==> config.mk <==
export PLATFORM = sky130hd
export DESIGN_NAME = hep_cmd_fifo
export DESIGN_NICKNAME = d
export VERILOG_FILES = /design/src/rtl/hep_pkg.sv /design/src/rtl/hep_cmd_fifo.sv
export SDC_FILE = /design/constraint.sdc
export NUM_CORES = 1
export LEC_CHECK = 0
export BUFFER_PORTS_ARGS = -buffer_cell sky130_fd_sc_hd__buf_4
export CORE_AREA = 2 2 121 123
export CTS_CLUSTER_SIZE = 30
export DETAILED_ROUTE_END_ITERATION = 7
export DIE_AREA = 0 0 123 125
export GPL_TIMING_DRIVEN = 0
export PLACE_DENSITY = 0.62
export SYNTH_ARGS = -nofsm -noshare
export SYNTH_HDL_FRONTEND = slang
export SYNTH_SLANG_ARGS = --single-unit
==> constraint.sdc <==
create_clock -name clk_i -period 2.6 [get_ports clk_i]
set_input_delay 0.65 -clock clk_i [delete_from_list [all_inputs] [get_ports clk_i]]
set_output_delay 0.65 -clock clk_i [all_outputs]
set_load 0.02 [all_outputs]
==> src/rtl/hep_pkg.sv <==
// ----------------------------------------------------------------------------
// Huffman encoder package
// Shared types and constants for the Huffman encoder and byte packer.
// ----------------------------------------------------------------------------
package hep_pkg;

  localparam int unsigned SYMBOL_COUNT = 256;
  localparam int unsigned SYM_W        = 8;
  localparam int unsigned CODE_W       = 32;
  localparam int unsigned LEN_W        = 6;
  localparam int unsigned MAX_CODE_LEN = 32;
  localparam int unsigned BYTE_W       = 8;
  localparam int unsigned PEND_W       = BYTE_W - 1;
  localparam int unsigned WORK_W       = CODE_W + PEND_W;
  localparam int unsigned FIFO_DEPTH   = 4;
  localparam int unsigned FIFO_AW      = $clog2(FIFO_DEPTH);
  localparam int unsigned FIFO_CW      = $clog2(FIFO_DEPTH + 1);

  typedef enum logic [1:0] {
    MODE_LOAD   = 2'd0,
    MODE_ENCODE = 2'd1,
    MODE_FLUSH  = 2'd2
  } mode_e;

  typedef enum logic [1:0] {
    CMD_ENCODE  = 2'd0,
    CMD_FLUSH   = 2'd1,
    CMD_UNKNOWN = 2'd2
  } cmd_kind_e;

  typedef struct packed {
    logic [1:0]        mode;
    logic [SYM_W-1:0]  symbol;
    logic [CODE_W-1:0] code_word;
    logic [LEN_W-1:0]  code_length;
  } in_item_t;

  typedef struct packed {
    logic [BYTE_W-1:0] packed_byte;
    logic              last_of_run;
    logic              unknown_symbol;
  } out_item_t;

  typedef struct packed {
    logic [LEN_W-1:0]  len;
    logic [CODE_W-1:0] code;
  } tbl_entry_t;

  // Command handed from the front end to the packer. The code is left-aligned.
  typedef struct packed {
    cmd_kind_e         kind;
    logic [CODE_W-1:0] code_l;
    logic [LEN_W-1:0]  len;
  } cmd_t;

  typedef struct packed {
    logic               empty;
    logic [FIFO_CW-1:0] count;
  } fifo_stat_t;

endpackage

==> src/rtl/hep_cmd_fifo.sv <==
// ----------------------------------------------------------------------------
// Command queue
// Short queue of packer commands between the front end and the packer.
// ----------------------------------------------------------------------------
module hep_cmd_fifo (
  input  logic                clk_i,
  input  logic                rst_ni,
  input  logic                push_i,
  input  hep_pkg::cmd_t       cmd_i,
  input  logic                pop_i,
  output hep_pkg::cmd_t       cmd_o,
  output hep_pkg::fifo_stat_t stat_o
);
  import hep_pkg::*;

  cmd_t               slot_q [FIFO_DEPTH];
  logic [FIFO_AW-1:0] wptr_q, wptr_d;
  logic [FIFO_AW-1:0] rptr_q, rptr_d;
  logic [FIFO_CW-1:0] count_q, count_d;
  logic               do_pop;

  assign do_pop = pop_i && (count_q != '0);

  always_comb begin
    wptr_d  = wptr_q;
    rptr_d  = rptr_q;
    count_d = count_q;
    if (push_i) begin
      wptr_d = wptr_q + 1'b1;
    end
    if (do_pop) begin
      rptr_d = rptr_q + 1'b1;
    end
    if (push_i && !do_pop) begin
      count_d = count_q + 1'b1;
    end else if (!push_i && do_pop) begin
      count_d = count_q - 1'b1;
    end
  end

  always_ff @(posedge clk_i or negedge rst_ni) begin
    if (!rst_ni) begin
      wptr_q  <= '0;
      rptr_q  <= '0;
      count_q <= '0;
    end else begin
      wptr_q  <= wptr_d;
      rptr_q  <= rptr_d;
      count_q <= count_d;
    end
  end

  always_ff @(posedge clk_i) begin
    if (push_i) begin
      slot_q[wptr_q] <= cmd_i;
    end
  end

  assign cmd_o        = slot_q[rptr_q];
  assign stat_o.count = count_q;
  assign stat_o.empty = (count_q == '0);

endmodule

==> reports/metrics.csv, run 1 <==
metric,value,unit
hold_path.class,input pin to async pin,
syn_area,6220,µm²
h-tree-depth,4,
tightest_slew,586,ps
areaGrowthSynthToFinish,24.4,%
cts_resized,0,
cts_sinks,167,
drive_gt1_frac,0.458,
rsz0062_at_grt,no,
syn_avg_cell_area,25.5,µm²
dr.pass1.iters,4,
cp-start-kind,flip-flop,
powerDensity,1190,nW/µm²
switching_share,0.297,
num-fill-cells,1138,
ys_seq_area_frac,0.801,
antenna_found_initial,0,
final_nets,404,
period_minus_slack,2490,ps
grt_overflow,0,
syn_nets,294,
grt_pass1_wl,16000,µm
drc_errors,0,
r2r_slack,440,ps
dieArea,15400,µm²
core-area,14200,µm²
drv_slew,0,
vias,2761,
ys_types,20,
reg2reg_depth,8,
utilization,0.544,
path_max_fanout,10,
n_antenna_cell,0,
drtIter0Drc,217,
start_util,0.438,
groute.usage.overall,0.148,
ys_seq_elements,167,
setup_slack,105,ps
pwr-share-comb,0.347,
dp_hpwl,6400,µm
layout_worst_path_cycle_share,0.960,
numCtsBuffers,17,
cp.arrival,1840,ps
grt_pass1_vias,2981,
ant_nets,0,
p_sw,2.73,mW
clkTransAtPathRegs,60,ps
setup_viol,0,
clk_path_buf_depth,2,
io_buffer_count,87,
grt_max_degree,26,
cts_tree,done,
reg2reg_to,count_q[2],
status,finished clean,
via_per_inst,5.01,
p_seq_frac,0.399,
slew_headroom,0.609,
maxCapViolations,0,
wl_per_cell,19.0,µm
ys_warn_count,0,
finClkSkew,6.03,ps
post_cts_buffers,0,
worstReg2RegStart,count_q[0],
worstPathRequired,1950,ps
place_congestion,0.681,
hold_violations,0,
wirelength,10500,µm
synthCells,244,
max_freq,401,MHz
chipHeight,125,µm
die_w,123,µm
num_rows,44,
cts_root_buffer,clkbuf_16,
hold_buffers,0,
pwr-share-clk,0.254,
ioPinCount,88,
clk_latency,420,ps
leakage,2.72,nW
place_ws,478,ps
critPathKind,flip-flop to output pin,
p_int,6.44,mW
ir_drop,0.550,mV
critPathCaptureType,output pin,
[routing by layer]
layer,vias to the layer above,track usage,wire length (µm)
li1,1249,-,-
met1,1425,0.188,4500
met2,71,0.232,5240
met3,16,0.0433,504
met4,0,0.0742,210
met5,-,0,0
[power groups by stage]
stage / registers [mW] / logic (mW) / clock network, mW
6_report: 3.66 / 3.18 / 2.33
5_1_grt: 3.70 / 3.42 / 2.50
4_1_cts: 3.67 / 3.27 / 2.38
3_5_place_dp: 3.72 / 3.27 / 0
3_3_place_gp: 3.73 / 3.17 / 0
2_1_floorplan: 3.72 / 2.04 / 0
[per-stage QoR]
stage          TNS [ps]  total power, mW  std cells  area, µm²  hold WS [ps]
6_report              0             9.17        551       7730          36.9
3_3_place_gp     -60120             6.90        515       7100           469
2_1_floorplan         0             5.76        244       6220           354
5_1_grt               0             9.62        551       7730          15.7
3_5_place_dp          0             6.99        519       7190           475
4_1_cts               0             9.33        551       7730          14.4
[registers in the layout, indices dropped and copies added, names as in the netlist]
register,count
wptr_q,2
slot_q,160
rptr_q,2
count_q,3
[how the worst max path moves through the flow]
stage	from	endpoint	slack, ps
after floorplan	count_q[0]	count_q[2]	520
after global placement	push_i	slot_q[2][6]	-400
after detailed placement	count_q[0]	count_q[2]	480
after CTS	rptr_q[1]	cmd_o[31]	20
after global routing	rptr_q[1]	cmd_o[17]	8
final	rptr_q[1]	cmd_o[17]	110
[synthesized netlist by cell type]
cell type	number	area share
and2_1	4	0.0040
buf_12	4	0.013
buf_2	4	0.0032
buf_6	1	0.0018
clkbuf_1	1	0.00060
dfrtp_1	7	0.028
edfxtp_1	160	0.77
fa_1	1	0.0032
ha_1	5	0.010
inv_1	4	0.0024
mux2_2	1	0.0018
mux4_1	2	0.0085
mux4_2	38	0.14
nand2_1	2	0.0012
nand3_1	1	0.00080
nor2_1	1	0.00060
o21ai_0	1	0.00080
or3_1	1	0.0010
xnor2_1	3	0.0042
xor2_1	3	0.0042
[cell type report]
| type | instances | area, µm² | share of cell area |
|---|---|---|---|
| flip-flops and latches | 167 | 4980 | 0.644 |
| multi-input cells | 63 | 1110 | 0.144 |
| inverters | 4 | 15.0 | 0.00194 |
| plain buffers | 10 | 118 | 0.0152 |
| well taps | 184 | 230 | 0.0298 |
| clock inverters | 13 | 113 | 0.0146 |
| repair buffers | 91 | 733 | 0.0948 |
| clock buffers | 19 | 433 | 0.0560 |
[cells in the final DEF (no fill, tap or decap), types with 2 or more instances in the layout]
cell type	n
edfxtp_1	160
buf_4	87
mux4_2	38
clkbuf_16	17
buf_12	8
dfrtp_1	7
ha_1	5
clkinv_1	5
clkinv_2	5
inv_1	4
and2_2	4
clkbuf_1	3
buf_2	3
xnor2_1	3
xor2_1	3
mux4_1	2
nand2_1	2
bufinv_16	2
[logic make-up after synthesis]
| logic type | share of synthesized area |
|---|---|
| compound gates | 0.000804 |
| mux | 0.148 |
| flops | 0.801 |
| xor+xnor | 0.00845 |
| buf+inv | 0.0209 |
| simple gates | 0.00765 |
| fa+ha+maj | 0.0133 |
[critical path, stage by stage, from the launching register on]
cell and delay, ps:
dfrtp_1 320, clkbuf_1 210, buf_2 330, mux4_2 380
buf_4 180
Power figures use the tool's default switching activity.
==> inputs of run 2 (changes only) <==
--- a/config.mk
+++ b/config.mk
@@ -6,12 +6,12 @@
 export NUM_CORES = 1
 export LEC_CHECK = 0
 export BUFFER_PORTS_ARGS = -buffer_cell sky130_fd_sc_hd__buf_4
-export CORE_AREA = 2 2 121 123
+export CORE_AREA = 2 2 115 117
 export CTS_CLUSTER_SIZE = 30
 export DETAILED_ROUTE_END_ITERATION = 7
-export DIE_AREA = 0 0 123 125
+export DIE_AREA = 0 0 117 119
 export GPL_TIMING_DRIVEN = 0
-export PLACE_DENSITY = 0.62
+export PLACE_DENSITY = 0.68
 export SYNTH_ARGS = -nofsm -noshare
 export SYNTH_HDL_FRONTEND = slang
 export SYNTH_SLANG_ARGS = --single-unit
==> run 2 against run 1 <==
  * Worst hold slack lost 1.7 ps
  * Register-to-register slack is essentially flat
  * Critical path depth is the same
  * Die area shrank 9.4%
  * Sequential share of layout area shrank 0.33 points
  * Largest cell class unchanged
  * Setup slack lost 1.3 ps
  * Maximum frequency is essentially flat
  * Non-clock buffer count is the same
==> reports/metrics.csv, run 2 (synthesized netlist as in run 1, its figures left out) <==
metric,value,unit
ir_drop,0.609,mV
cts_resized,0,
dp_hpwl,6260,µm
io_buffer_count,87,
chipHeight,119,µm
largest_reg_flops,160,
numCtsBuffers,17,
path_max_fanout,10,
cts_tree,done,
num_rows,42,
vias,2763,
final_nets,404,
max_freq,401,MHz
clk_latency,420,ps
drive_gt1_frac,0.455,
layout_common_cells,"160 x edfxtp_1, 87 x buf_4, 38 x mux4_2, 17 x clkbuf_16, 8 x buf_12",
die_w,117,µm
final_common_cell,edfxtp_1,
clkTransAtPathRegs,60,ps
wirelength,10200,µm
cp.arrival,1850,ps
finClkSkew,3.88,ps
period_minus_slack,2500,ps
critical_path.startpoint,rptr_q[1],
place_congestion,0.648,
h-tree-depth,4,
worstPathCellList,clkbuf_1 -> buf_2 -> mux4_2 -> buf_4,
utilization,0.604,
dr.pass1.iters,5,
grt_pass1_vias,2938,
hold_violations,0,
groute.usage.overall,0.163,
via_per_inst,5.09,
seqCellArea,4980,µm²
status,finished clean,
maxCapViolations,0,
drtIter0Drc,146,
slowest_stage,mux4_2,
holdWs,35.2,ps
tightest_slew,575,ps
top_register,slot_q,
ioPinCount,88,
worstPathRequired,1950,ps
wl_per_cell,18.8,µm
dieArea,13900,µm²
antenna_found_initial,0,
worstReg2RegStart,count_q[0],
start_util,0.483,
grt_pass1_wl,15900,µm
multiInputGateArea,1110,µm²
drv_slew,0,
top_regs,"slot_q: 160 flops, count_q: 3 flops",
grt_overflow,0,
critPathCaptureType,output pin,
ant_nets,0,
critPathMaxStageDelay,360,ps
cp-start-kind,flip-flop,
clk_path_buf_depth,2,
cts_sinks,167,
layout_worst_path_cycle_share,0.960,
leakage,2.73,nW
powerDensity,1200,nW/µm²
areaGrowthSynthToFinish,25.0,%
hold_path.class,input pin to async pin,
cts_root_buffer,clkbuf_16,
grt_max_degree,24,
setup_viol,0,
n_antenna_cell,0,
rsz0062_at_grt,yes,
drc_errors,0,
num-fill-cells,937,
slew_headroom,0.617,
critPathKind,flip-flop to output pin,
hold_buffers,0,
core-area,12900,µm²
post_cts_buffers,0,
[run 2: changes by cell type in the layout (fill, tap and decap cells not counted)]
cell | previous run | this run
clkinv_2 | 5 | 2
clkinv_1 | 5 | 6
buf_2 | 3 | 2
bufinv_16 | 2 | 4
clkbuf_4 | 1 | 2
clkinv_4 | 1 | 0
clkinvlp_4 | 0 | 1
[run 2: power breakdown]
group / switching (mW) / internal [mW] / leakage (nW)
clock network: 0.929 / 1.58 / 0.286
registers: 0.130 / 3.53 / 1.55
logic: 1.66 / 1.53 / 0.895
[run 2: per-stage QoR]
stage               setup TNS [ps]  instances  instance area [µm²]  setup WS (ps)  power [mW]
global placement            -58690        507                 7090           -377        6.89
finish                           0        543                 7770            104        9.36
detailed placement               0        511                 7180            452        6.98
global route                 -3.91        543                 7770          -3.03        9.80
floorplan                        0        244                 6220            521        5.76
CTS                              0        543                 7770           55.6        9.50
[run 2: cell type report]
class,instances,share of cell area
clock buffers,19,0.0557
flip-flops and latches,167,0.641
clock inverters,13,0.0206
multi-input cells,63,0.143
repair buffers,91,0.0943
inverters,4,0.00193
well taps,176,0.0283
plain buffers,10,0.0155
[run 2: worst paths after layout]
check / slack (ps) / cells past startpoint / end
worst min register to register: 500 / 1 / count_q[2]
max in group asynchronous: 2440 / 1 / wptr_q[1]
worst max-delay path: 100 / 4 / cmd_o[7]
worst min-delay path: 40 / 1 / count_q[1]
worst max register to register: 450 / 8 / count_q[2]
min in group clk_i: 430 / 1 / slot_q[1][6]
[run 2: metal layers]
metal  track usage  wire length (µm)  up-vias
li1              -                 -     1246
met1         0.213              4350     1426
met2         0.252              5090       74
met3        0.0514               549       17
met4        0.0735               208        0
met5             0                 0        -
[run 2: worst max-delay path, delay by kind of cell, from the launching register on]
kind	cells	cell delay [ps]
buffers and inverters	3	740
multiplexers	1	360
flip-flops	1	320
