### config.mk
export PLATFORM = sky130hd
export DESIGN_NAME = hep_packer
export DESIGN_NICKNAME = d
export VERILOG_FILES = /design/src/rtl/hep_pkg.sv /design/src/rtl/hep_packer.sv
export SDC_FILE = /design/constraint.sdc
export NUM_CORES = 1
export LEC_CHECK = 0
export ABC_AREA = 1
export BUFFER_PORTS_ARGS = -buffer_cell sky130_fd_sc_hd__buf_2
export CAP_MARGIN = 20
export CORE_MARGIN = 5
export CORE_UTILIZATION = 50
export CTS_CLUSTER_DIAMETER = 150
export DETAILED_ROUTE_END_ITERATION = 8
export PLACE_DENSITY = 0.71
export SYNTH_ARGS = -nofsm -noshare
export SYNTH_HDL_FRONTEND = slang
export SYNTH_SLANG_ARGS = --single-unit
### constraint.sdc
create_clock -name clk_i -period 2.2 [get_ports clk_i]
set_input_delay 0.44 -clock clk_i [delete_from_list [all_inputs] [get_ports clk_i]]
set_output_delay 0.44 -clock clk_i [all_outputs]
set_load 0.1 [all_outputs]
### src/rtl/hep_pkg.sv
// ----------------------------------------------------------------------------
// Huffman encoder package
// Shared types and constants for the Huffman encoder and byte packer.
// ----------------------------------------------------------------------------
package hep_pkg;

  localparam int unsigned SYMBOL_COUNT = 256;
  localparam int unsigned SYM_W        = 8;
  localparam int unsigned CODE_W       = 32;
  localparam int unsigned LEN_W        = 6;
  localparam int unsigned MAX_CODE_LEN = 32;
  localparam int unsigned BYTE_W       = 8;
  localparam int unsigned PEND_W       = BYTE_W - 1;
  localparam int unsigned WORK_W       = CODE_W + PEND_W;
  localparam int unsigned FIFO_DEPTH   = 4;
  localparam int unsigned FIFO_AW      = $clog2(FIFO_DEPTH);
  localparam int unsigned FIFO_CW      = $clog2(FIFO_DEPTH + 1);

  typedef enum logic [1:0] {
    MODE_LOAD   = 2'd0,
    MODE_ENCODE = 2'd1,
    MODE_FLUSH  = 2'd2
  } mode_e;

  typedef enum logic [1:0] {
    CMD_ENCODE  = 2'd0,
    CMD_FLUSH   = 2'd1,
    CMD_UNKNOWN = 2'd2
  } cmd_kind_e;

  typedef struct packed {
    logic [1:0]        mode;
    logic [SYM_W-1:0]  symbol;
    logic [CODE_W-1:0] code_word;
    logic [LEN_W-1:0]  code_length;
  } in_item_t;

  typedef struct packed {
    logic [BYTE_W-1:0] packed_byte;
    logic              last_of_run;
    logic              unknown_symbol;
  } out_item_t;

  typedef struct packed {
    logic [LEN_W-1:0]  len;
    logic [CODE_W-1:0] code;
  } tbl_entry_t;

  // Command handed from the front end to the packer. The code is left-aligned.
  typedef struct packed {
    cmd_kind_e         kind;
    logic [CODE_W-1:0] code_l;
    logic [LEN_W-1:0]  len;
  } cmd_t;

  typedef struct packed {
    logic               empty;
    logic [FIFO_CW-1:0] count;
  } fifo_stat_t;

endpackage

### src/rtl/hep_packer.sv
// ----------------------------------------------------------------------------
// Byte packer
// Appends code bits to pending bits, handing out one byte per cycle when popped.
// ----------------------------------------------------------------------------
module hep_packer (
  input  logic                clk_i,
  input  logic                rst_ni,
  input  hep_pkg::cmd_t       cmd_i,
  input  logic                cmd_empty_i,
  output logic                cmd_pop_o,
  output logic                empty,
  input  logic                pop,
  output hep_pkg::out_item_t  out_item_o
);
  import hep_pkg::*;

  // The work register holds its bits left-aligned with zeros below them.
  logic [WORK_W-1:0] work_q, work_d;
  logic [LEN_W-1:0]  wcnt_q, wcnt_d;
  logic              out_vld_q, out_vld_d;
  out_item_t         out_q, out_d;
  logic              can_out, emit, take;
  logic [WORK_W-1:0] rem_bits;
  logic [LEN_W-1:0]  rem_cnt;

  assign can_out  = !out_vld_q || pop;
  assign emit     = (wcnt_q >= LEN_W'(BYTE_W)) && can_out;
  assign rem_bits = emit ? (work_q << BYTE_W) : work_q;
  assign rem_cnt  = emit ? (wcnt_q - LEN_W'(BYTE_W)) : wcnt_q;

  // An unknown symbol writes its result directly, so it needs a free slot.
  always_comb begin
    take = !cmd_empty_i && (rem_cnt < LEN_W'(BYTE_W));
    if (cmd_i.kind == CMD_UNKNOWN) begin
      take = take && can_out && !emit;
    end
  end

  always_comb begin
    work_d    = rem_bits;
    wcnt_d    = rem_cnt;
    out_vld_d = out_vld_q && !pop;
    out_d     = out_q;
    if (emit) begin
      out_vld_d            = 1'b1;
      out_d.packed_byte    = work_q[WORK_W-1 -: BYTE_W];
      out_d.last_of_run    = (wcnt_q < LEN_W'(2 * BYTE_W));
      out_d.unknown_symbol = 1'b0;
    end
    if (take) begin
      case (cmd_i.kind)
        CMD_ENCODE: begin
          work_d = rem_bits | ({cmd_i.code_l, PEND_W'(0)} >> rem_cnt[2:0]);
          wcnt_d = rem_cnt + cmd_i.len;
        end
        CMD_FLUSH: begin
          // The pad bits are already zero, so a flush just closes the byte.
          wcnt_d = (rem_cnt == '0) ? '0 : LEN_W'(BYTE_W);
        end
        CMD_UNKNOWN: begin
          out_vld_d            = 1'b1;
          out_d.packed_byte    = '0;
          out_d.last_of_run    = 1'b1;
          out_d.unknown_symbol = 1'b1;
        end
        default: begin
        end
      endcase
    end
  end

  always_ff @(posedge clk_i or negedge rst_ni) begin
    if (!rst_ni) begin
      work_q    <= '0;
      wcnt_q    <= '0;
      out_vld_q <= 1'b0;
    end else begin
      work_q    <= work_d;
      wcnt_q    <= wcnt_d;
      out_vld_q <= out_vld_d;
    end
  end

  always_ff @(posedge clk_i) begin
    out_q <= out_d;
  end

  assign cmd_pop_o  = take;
  assign empty      = !out_vld_q;
  assign out_item_o = out_q;

endmodule

==> results of run 1 <==
==> through the flow <==
step	utilization [%]	hold WS [ns]	TNS (ns)	instances	power, W
2_1_floorplan	-	0.1444	0	618	0.003815
3_3_place_gp	56.53	0.4375	0	761	0.004448
3_5_place_dp	56.53	0.4451	0	761	0.004504
4_1_cts	58.43	0.1195	-0.1270	772	0.005183
5_1_grt	60.36	0.1294	-0.2783	781	0.005894
6_report	60.36	0.1111	-0.1236	781	0.005466
==> state kept, by name (all words and copies together), names as in the netlist <==
signal,flops
work_q,39
out_item_o,10
wcnt_q,6
out_vld_q,1
==> routing by layer <==
metal	up-vias	share of wire (%)
met5	-	0
met4	0	0.67
met3	4	5.2
met2	131	48
met1	1960	47
li1	2118	-
==> report_power, final <==
group	leakage (nW)	switching [W]	internal [W]
Clock	0.0388	0.000337	0.000222
Combinational	1.81	0.00230	0.00120
Sequential	0.701	0.000151	0.00125
Total	2.55	0.00279	0.00268
==> cell type report <==
class | instances | area (um^2) | area share (%)
Multi-Input combinational cell | 470 | 2581 | 52.04
Sequential cell | 56 | 1354 | 27.30
Timing Repair Buffer | 88 | 599.3 | 12.08
Inverter | 54 | 210.2 | 4.238
Tap cell | 105 | 131.4 | 2.649
Clock buffer | 6 | 72.57 | 1.463
Clock inverter | 2 | 11.26 | 0.2270
==> worst max-delay path by stage <==
| stage | from | to | slack [ns] |
|---|---|---|---|
| floorplan | out_vld_q$_DFF_PN0_ | cmd_pop_o | 0.02 |
| global placement | wcnt_q[4]$_DFF_PN0_ | wcnt_q[5]$_DFF_PN0_ | 0.17 |
| detailed placement | wcnt_q[4]$_DFF_PN0_ | wcnt_q[5]$_DFF_PN0_ | 0.1 |
| CTS | wcnt_q[4]$_DFF_PN0_ | cmd_pop_o | -0.13 |
| global route | wcnt_q[5]$_DFF_PN0_ | cmd_pop_o | -0.23 |
| finish | wcnt_q[5]$_DFF_PN0_ | cmd_pop_o | -0.12 |
==> kinds of logic after synthesis <==
kind of cell	after synthesis
and+or+nand+nor	364
muxes	23
AOI/OAI and AO/OA	73
buffers and inverters	92
DFF	56
xor gates and xnor gates	2
adders and majority gates	8
==> cells in the final DEF (no fill, tap or decap), types with 12 or more instances in the layout <==
| cell type | n |
|---|---|
| buf_2 | 54 |
| o21ai_1 | 12 |
| inv_1 | 47 |
| dfrtp_1 | 44 |
| nand4_1 | 13 |
| o21ai_0 | 25 |
| mux2i_1 | 23 |
| nand3_1 | 92 |
| nand2_1 | 220 |
| o21bai_2 | 19 |
| buf_4 | 26 |
==> worst max-delay path: cells and delay by family, from the launching register on <==
| kind | cells | cell delay [ns] |
|---|---|---|
| buf+inv | 3 | 0.32 |
| simple gates | 9 | 0.81 |
| flops | 1 | 0.45 |
==> what timing repair did <==
item                                    4_1_cts  5_1_grt
resized for setup                            10       18
endpoints found under the setup margin        1        5
setup buffers                                 3        9
pin swaps                                     6       12
==> results.md, run 1 <==
- Status: complete, but fails checks
- Failing checks: setup timing
- Sequential area share after synthesis: between 30% and 40%
- Clock buffer count from CTS: 5
- Hold Path Class: input pin to asynchronous set/reset pin
- Final Cycle Share: 105.6%
- CP cell instances: inv_2 -> nand2_4 -> nor2_4 -> nand2_4 -> nand2_4 -> nand2_2 -> nand2_2 -> nand2_2 -> nor2_4 -> nand2_4 -> inv_4 -> buf_12
- Synth Area in XOR/XNOR: 0.4174%
- GR Util met2: 35.66%
- Layout cell share with drive strength beyond 1: between 20 and 25%
- Top-count cell post-synth: nand2_1
- Post-layout min period: 2.324 ns
- Count of pins over their slew limit: 0
- Setup WS post-layout: -0.1236 ns
- Std-Cell Rows: 33
- Top post-synthesis cells by area: dfrtp_1, nand2_1, nand3_1, mux2i_1, o21bai_2
- Largest net degree at the start of global routing: between 50 and 60
- Global-route wire length before repair: 18.44 mm
- Met1 usage: 31.48%
- Compound-Gate Fraction of Synth Area: 12.22%
- CORE AREA: 8217 um^2
- Crit path largest cell delay: 0.45 ns
- Clock Sinks: 56
- Leakage: 2.552 nW
- Initial core utilization: 51.07%
- Asr flop ratio synth: 82.14%
- Largest family of logic cells by synthesized area: simple AND/OR/NAND/NOR gates
- Vias in the first global route: between 3000 and 4000
- Hpwl dp: between 7 and 8 mm
- Yosys warnings: 0
- Port buffer count: 55
- Area Growth Syn to Fin: 18.19%
- Die Ht: 101.6 um
- DIE AREA: 10330 um^2
- Crit start category: flip-flop
- CP dominant cell by count: nand2_4
- Cts hold-fix bufs: 0
- Post-route ant nets: 0
- Synth top area share: 27.43%
- Reg-to-reg startpoint: wcnt_q[4]$_DFF_PN0_
- EDFF count, synth: 0
- IO Pins: 56
- Mux cell area share after synthesis: 5.486%
- Synth Flop Type: dfrtp_1
- Syn Area/Cell: 6.790 um^2
- Root Buffer: clkbuf_8
- GP Congestion: 0.8527
- DR WL/cell: between 10 and 15 um
- Arrival @ worst endpoint: 1.88 ns
- Initial DRC Count: 245
- Synth Instances: around 620
- Antenna diodes: 0
- Post-Synth Adder-Cell Area: 2.564%
- Post-placement cell area: 4644 um^2
- Maximum vdd drop: 0.4910 mV
- Crit path max fanout: 6
- Grt peak-use layer: met2
- CTS clk-pin slew, worst paths: 0.10 ns
- Initial antenna violation count: 0
- Yosys reg bits: 56
- Commonest cells post-synth: nand2_1, nand3_1, inv_1
- # Max-Cap Violations: 0
- Pwr dens: 1102 nW/um^2
- Crit end category: primary output
- Worst Reg-to-Reg Cells: 17
- Post-synth cell types: 34
- Final #Nets: 727
- Final setup viols: 1
- Crit-path slowest cell: dfrtp_2
- Gr ovfl total: 0
- Overall routed net length: 11.12 mm
- Worst-Margin Slew: ~0.57 ns
- Die X-Extent: 101.6 um
- Mapped Nets: 670
- Global routing met3 resource utilization: about 2.4%
- Post-Syn Area: 4197 um^2
- Cell taking the most area after synthesis: dfrtp_1
- Final non-filler cell area: 4960 um^2
- Reg2reg end: wcnt_q[5]$_DFF_PN0_
- H-Tree Depth: 2
- Total GRT Usage: 21.89%
- Crit Path Category: flip-flop to primary output
- Synth Area in Simple Gates: 38.07%
- FF-to-FF setup slack: ~0.11 ns
- Max Clk Rate: 430.4 MHz
- Worst endpoint required time: 1.76 ns
- Clk_lat worst skew: between 0.3 and 0.4 ns
- Filler instances: 779
- CTS max path bufs: 2
- Final hold violation count: 0
- DR pass1 iterations: 7
- RSZ-0062 raised after global routing: true
- Skew final: 0.002785 ns
- CTS tree: built
- DRC violations left: 0
- Max_slew headroom: around 62%
- DR vias/cell: 5.394
- Setup WS pre-CTS: 0.09947 ns
- Via count: ~4200
Note: power is estimated with default switching activity, not from simulation.
==> inputs of run 2 (changes only) <==
--- a/config.mk
+++ b/config.mk
@@ -6,7 +6,7 @@
 export NUM_CORES = 1
 export LEC_CHECK = 0
 export ABC_AREA = 1
-export BUFFER_PORTS_ARGS = -buffer_cell sky130_fd_sc_hd__buf_2
+export BUFFER_PORTS_ARGS = -buffer_cell sky130_fd_sc_hd__buf_4
 export CAP_MARGIN = 20
 export CORE_MARGIN = 5
 export CORE_UTILIZATION = 50
==> run 2 against run 1 <==
  * The flow still finishes with violations (setup timing)
  * Highest routed layer unchanged
  * Largest power group unchanged
  * Worst hold slack improved by 0.014 ns
  * Sequential share of layout area fell by 0.28 points
  * Core utilization rose by 0.56 points
  * Critical path depth did not move
==> results.md, run 2 (synthesized netlist as in run 1, its figures left out) <==
- Crit-path slowest cell: dfrtp_1
- CTS clk-pin slew, worst paths: 0.10 ns
- Post-layout total power: 0.005460 W
- Leakage: 2.551 nW
- Antenna diodes: 0
- Post-layout min period: 2.299 ns
- Arrival @ worst endpoint: 1.86 ns
- Area Growth Syn to Fin: 19.29%
- Post-placement cell area: 4722 um^2
- Std-Cell Rows: 33
- Setup TNS: -0.09889 ns
- Final non-filler cell area: 5006 um^2
- Hold Path Class: input pin to asynchronous set/reset pin
- Worst-Margin Slew: 0.6045 ns
- Gr ovfl total: 0
- CORE AREA: 8217 um^2
- Final Cycle Share: 104.5%
- Leading cell types in the layout, fill and taps excluded: nand2_1, nand3_1, buf_4
- Total GRT Usage: 22.24%
- Crit end category: primary output
- Clock buffer count from CTS: 5
- CP dominant cell by count: nand2_4
- IO Pins: 56
- Crit Path Category: flip-flop to primary output
- Port buffer count: 55
- Vias in the first global route: 3990
- CTS tree: built
- Final hold violation count: 0
- Final setup viols: 1
- DR WL/cell: 14.72 um
- Skew final: 0.007402 ns
- Via count: around 4200
- Failing checks: setup timing
- Met1 wire length: 5.259 mm
- Layout cell share with drive strength beyond 1: 21.41%
- Initial DRC Count: 221
- Max_slew headroom: 59.70%
- Register with the highest flop count: work_q
- Clock Sinks: 56
- Max Used Layer: met4
- DR pass1 iterations: 5
- Placed cells: 755
- H-Tree Depth: 2
- Cts hold-fix bufs: 0
- Crit start category: flip-flop
- DR vias/cell: 5.463
- Die Ht: between 100 and 150 um
- Metal2 WL: 5.399 mm
- Hpwl dp: ~8.0 mm
- Count of pins over their slew limit: 0
- Status: complete, but fails checks
- Largest net degree at the start of global routing: 52
- Clk_lat worst skew: between 0.3 and 0.4 ns
- DRC violations left: 0
- Pwr dens: about 1100 nW/um^2
- CTS max path bufs: 2
- Post-route ant nets: 0
- DR WL met3: 572 um
- Die X-Extent: about 100 um
- Root Buffer: clkbuf_8
- Initial antenna violation count: 0
- Max FFs per register: 39
- Final #Nets: 719
- Max Clk Rate: about 430 MHz
- Maximum vdd drop: 0.6219 mV
- Crit path largest cell delay: about 0.43 ns
- Worst endpoint required time: 1.76 ns
- GP Congestion: 0.8357
- Most common cell after layout, fill and taps aside: nand2_1
- # Max-Cap Violations: 0
- RSZ-0062 raised after global routing: true
- Setup WS post-layout: -0.09889 ns
- Fin cells: 773
- Crit path max fanout: 5
- Filler instances: 780
- DIE AREA: 10330 um^2
- Initial core utilization: 51.07%
- CP cell instances: inv_4 -> nand2_4 -> nor2_4 -> nand2_4 -> nand2_4 -> nand2_1 -> nand2_2 -> nand2_2 -> nor2_4 -> nand2_4 -> inv_4 -> buf_12
- Global-route wire length before repair: 18.71 mm
- Overall routed net length: 11.38 mm
- Final core occ: slightly above 60%
run 2: final timing paths:
kind	startpoint	end	slack, ns	depth (start not counted)
setup / recovery	wcnt_q[4]$_DFF_PN0_	cmd_pop_o	-0.1	12
hold / removal	rst_ni	work_q[18]$_DFF_PN0_	0.12	1
setup reg to reg	wcnt_q[4]$_DFF_PN0_	wcnt_q[5]$_DFF_PN0_	0.07	17
hold reg to reg	out_item_o[0]$_DFF_P_	out_item_o[0]$_DFF_P_	0.47	2
max in group asynchronous	rst_ni	wcnt_q[3]$_DFF_PN0_	1.63	1
min in group clk_i	cmd_i[39]	wcnt_q[3]$_DFF_PN0_	0.41	4
run 2: report_power, final:
group          internal [W]  leakage [nW]  switching, W
logic               0.00119          1.80       0.00228
clock network      0.000229        0.0485      0.000354
registers           0.00125         0.701      0.000152
total               0.00267          2.55       0.00279
run 2: repair_timing:
item,in CTS,in global routing
pin swaps,6,10
setup endpoints to repair,1,8
buffers inserted,7,3
resized for setup,13,15
run 2: layout make-up:
cell class	instances	area (um^2)	share of cell area [%]
clock inverter	3	22.52	0.4499
timing repair buffer	80	661.9	13.22
sequential	56	1353	27.02
clock buffer	5	68.82	1.375
multi-input combinational	470	2559	51.11
tap	105	131.4	2.624
inverter	54	210.2	4.199
run 2: layer usage:
layer / up-vias / global-route usage [%]
met1: 1963 / 31.30
met5: - / 0
met2: 144 / 36.82
met3: 11 / 2.824
li1: 2105 / -
met4: 0 / 4.601
run 2: through the flow:
step,worst slack (ns),hold slack [ns]
floorplan,0.01716,0.1444
global placement,0.1046,0.4442
detailed placement,0.06872,0.4517
CTS,-0.1035,0.1424
global route,-0.1626,0.1622
finish,-0.09889,0.1248
run 2: critical path: cells and delay by family, from the launching register on:
family | cells | cell delay [ns]
buf+inv | 3 | 0.33
simple gates | 9 | 0.79
flops | 1 | 0.43
==> inputs of run 3 (changes only) <==
--- a/config.mk
+++ b/config.mk
@@ -6,7 +6,7 @@
 export NUM_CORES = 1
 export LEC_CHECK = 0
 export ABC_AREA = 1
-export BUFFER_PORTS_ARGS = -buffer_cell sky130_fd_sc_hd__buf_4
+export BUFFER_PORTS_ARGS = -buffer_cell sky130_fd_sc_hd__buf_2
 export CAP_MARGIN = 20
 export CORE_MARGIN = 5
 export CORE_UTILIZATION = 50
==> constraint.sdc (replaced) <==
create_clock -name clk_i -period 2.2 [get_ports clk_i]
set_input_delay 0.44 -clock clk_i [delete_from_list [all_inputs] [get_ports clk_i]]
set_output_delay 0.44 -clock clk_i [all_outputs]
set_load 0.02 [all_outputs]
==> run 3 against run 2 <==
  * The run still ends with setup timing left
  * Clock power down 3%
  * Final area down 2.4%
  * Die area stayed put
  * Worst hold slack got worse by 0.070 ns
  * Via count barely moved
  * Sequential share of layout area is 0.66 points higher
  * Count of clock-buffer cells in the layout grew 1
==> results.md, run 3 (synthesized netlist as in run 1, its figures left out) <==
- Hold Path Class: input pin to asynchronous set/reset pin
- Initial antenna violation count: 0
- Crit-path slowest cell: dfrtp_2
- Most common cell after layout, fill and taps aside: nand2_1
- Crit Path Category: flip-flop to primary output
- DRC violations left: 0
- Switch share: 46.98%
- NetSw: 0.002320 W
- IO Pins: 56
- Maximum vdd drop: 0.4141 mV
- Largest net degree at the start of global routing: 54
- Int Power: 0.002618 W
- Max Clk Rate: 447.3 MHz
- GP Congestion: 0.8421
- Setup WS post-layout: -0.03557 ns
- Vias in the first global route: between 3000 and 4000
- Root Buffer: clkbuf_8
- Gr ovfl total: 0
- Hpwl dp: 8.017 mm
- Count of pins over their slew limit: 0
- Final hold violation count: 0
- CTS max path bufs: 2
- Clock share of power: roughly 11%
- Initial core utilization: 51.07%
- Overall routed net length: 11.10 mm
- Pwr dens: approximately 1000 nW/um^2
- DR pass1 iterations: 6
- Global-route wire length before repair: 18.53 mm
- Final #Nets: 728
- Setup TNS: -0.03557 ns
- Failing checks: setup timing
- Initial DRC Count: 330
- Area Growth Syn to Fin: 16.46%
- H-Tree Depth: 2
- Arrival @ worst endpoint: 1.80 ns
- DR vias/cell: 5.405
- Port buffer count: 55
- Final Cycle Share: 101.6%
- Post-route ant nets: 0
- CTS clk-pin slew, worst paths: 0.11 ns
- Clk_lat worst skew: 0.31 ns
- Via count: 4221
- Leakage: 2.534 nW
- # Max-Cap Violations: 0
- Final core occ: 59.48%
- Register with the highest flop count: work_q
- Sequential cell area: 1353 um^2
- Worst endpoint required time: between 1.5 and 2 ns
- Worst Reg-to-Reg Cells: 16
- Clock buffer count from CTS: 5
- Max FFs per register: 39
- DIE AREA: slightly above 10000 um^2
- Die X-Extent: 101.6 um
- Crit end category: primary output
- Die Ht: 101.6 um
- CORE AREA: 8217 um^2
- CTS tree: built
- Cts hold-fix bufs: 0
- Sequential share of power: between 20 and 30%
- Status: complete, but fails checks
- Total GRT Usage: 22.09%
- Crit start category: flip-flop
- Leading cell types in the layout, fill and taps excluded: nand2_1, nand3_1, buf_2
- Final setup viols: 1
- DR WL/cell: 14.21 um
- Crit path largest cell delay: 0.48 ns
- Clock Sinks: 56
- RSZ-0062 raised after global routing: true
- Worst-Margin Slew: roughly 0.5 ns
- Max_slew headroom: between 60% and 70%
- Multi-input logic area: 2541 um^2
- Filler instances: 803
- Post-layout min period: 2.236 ns
- Crit path max fanout: 6
- Layout cell share with drive strength beyond 1: 22.34%
- CP cell instances: buf_6 -> nor2_4 -> nand2_4 -> nand3_2 -> nand2_2 -> buf_4 -> nor2_4 -> nand2_4 -> inv_2 -> buf_6
- Antenna diodes: 0
- Skew final: 0.01144 ns
- Hold Slack: 0.05501 ns
- Comb pwr share: ~60%
- Std-Cell Rows: 33
-- run 3: worst paths after layout --
kind | from | to | slack (ns)
setup / recovery | wcnt_q[3]$_DFF_PN0_ | cmd_pop_o | -0.04
hold / removal | rst_ni | work_q[2]$_DFF_PN0_ | 0.06
setup reg to reg | wcnt_q[3]$_DFF_PN0_ | wcnt_q[5]$_DFF_PN0_ | 0.08
hold reg to reg | out_item_o[0]$_DFF_P_ | out_item_o[0]$_DFF_P_ | 0.46
max in group asynchronous | rst_ni | work_q[20]$_DFF_PN0_ | 1.57
min in group clk_i | cmd_i[39] | wcnt_q[3]$_DFF_PN0_ | 0.43
-- run 3: cell type report --
class                   count  area share, %
flip-flops and latches     56          27.68
clock inverters             1         0.1792
multi-input cells         470          52.00
clock buffers               6          1.485
well taps                 105          2.688
repair buffers             89          11.83
inverters                  54          4.147
-- run 3: critical path: cells and delay by family (launching register included) --
| kind | cells | cell delay, ns |
|---|---|---|
| buffers and inverters | 4 | 0.44 |
| AND/OR/NAND/NOR | 6 | 0.57 |
| flip-flops | 1 | 0.48 |
-- run 3: through the flow --
step           power, W  cell area (um^2)  std cells  worst slack [ns]
4_1_cts        0.004747              4803        775          -0.02501
3_5_place_dp   0.004047              4609        759           0.09946
6_report       0.004938              4887        781          -0.03557
5_1_grt        0.005373              4887        781           -0.1077
2_1_floorplan  0.003394              4197        618            0.1641
3_3_place_gp   0.003989              4609        759            0.1912
-- run 3: what timing repair did --
item                                    4_1_cts  5_1_grt
cloned                                        0        0
pin swaps                                     8       11
gates resized for setup                      13        9
endpoints found under the setup margin        1        3
setup buffers                                 9        6
-- run 3: layer usage --
layer  vias to the layer above  GRT usage, %  wire length [um]
li1                       2119             -                 -
met1                      1983         31.98              5145
met2                       112         36.67              5355
met3                         7         1.997               529
met4                         0         3.374                66
met5                         -             0                 0
-- run 3: power by group through the flow --
stage	clock (W)	combinational, W	sequential (W)
4_1_cts	0.000569	0.00279	0.00139
3_5_place_dp	0	0.00264	0.00140
5_1_grt	0.000613	0.00334	0.00142
6_report	0.000564	0.00298	0.00140
2_1_floorplan	0	0.00194	0.00145
3_3_place_gp	0	0.00259	0.00139
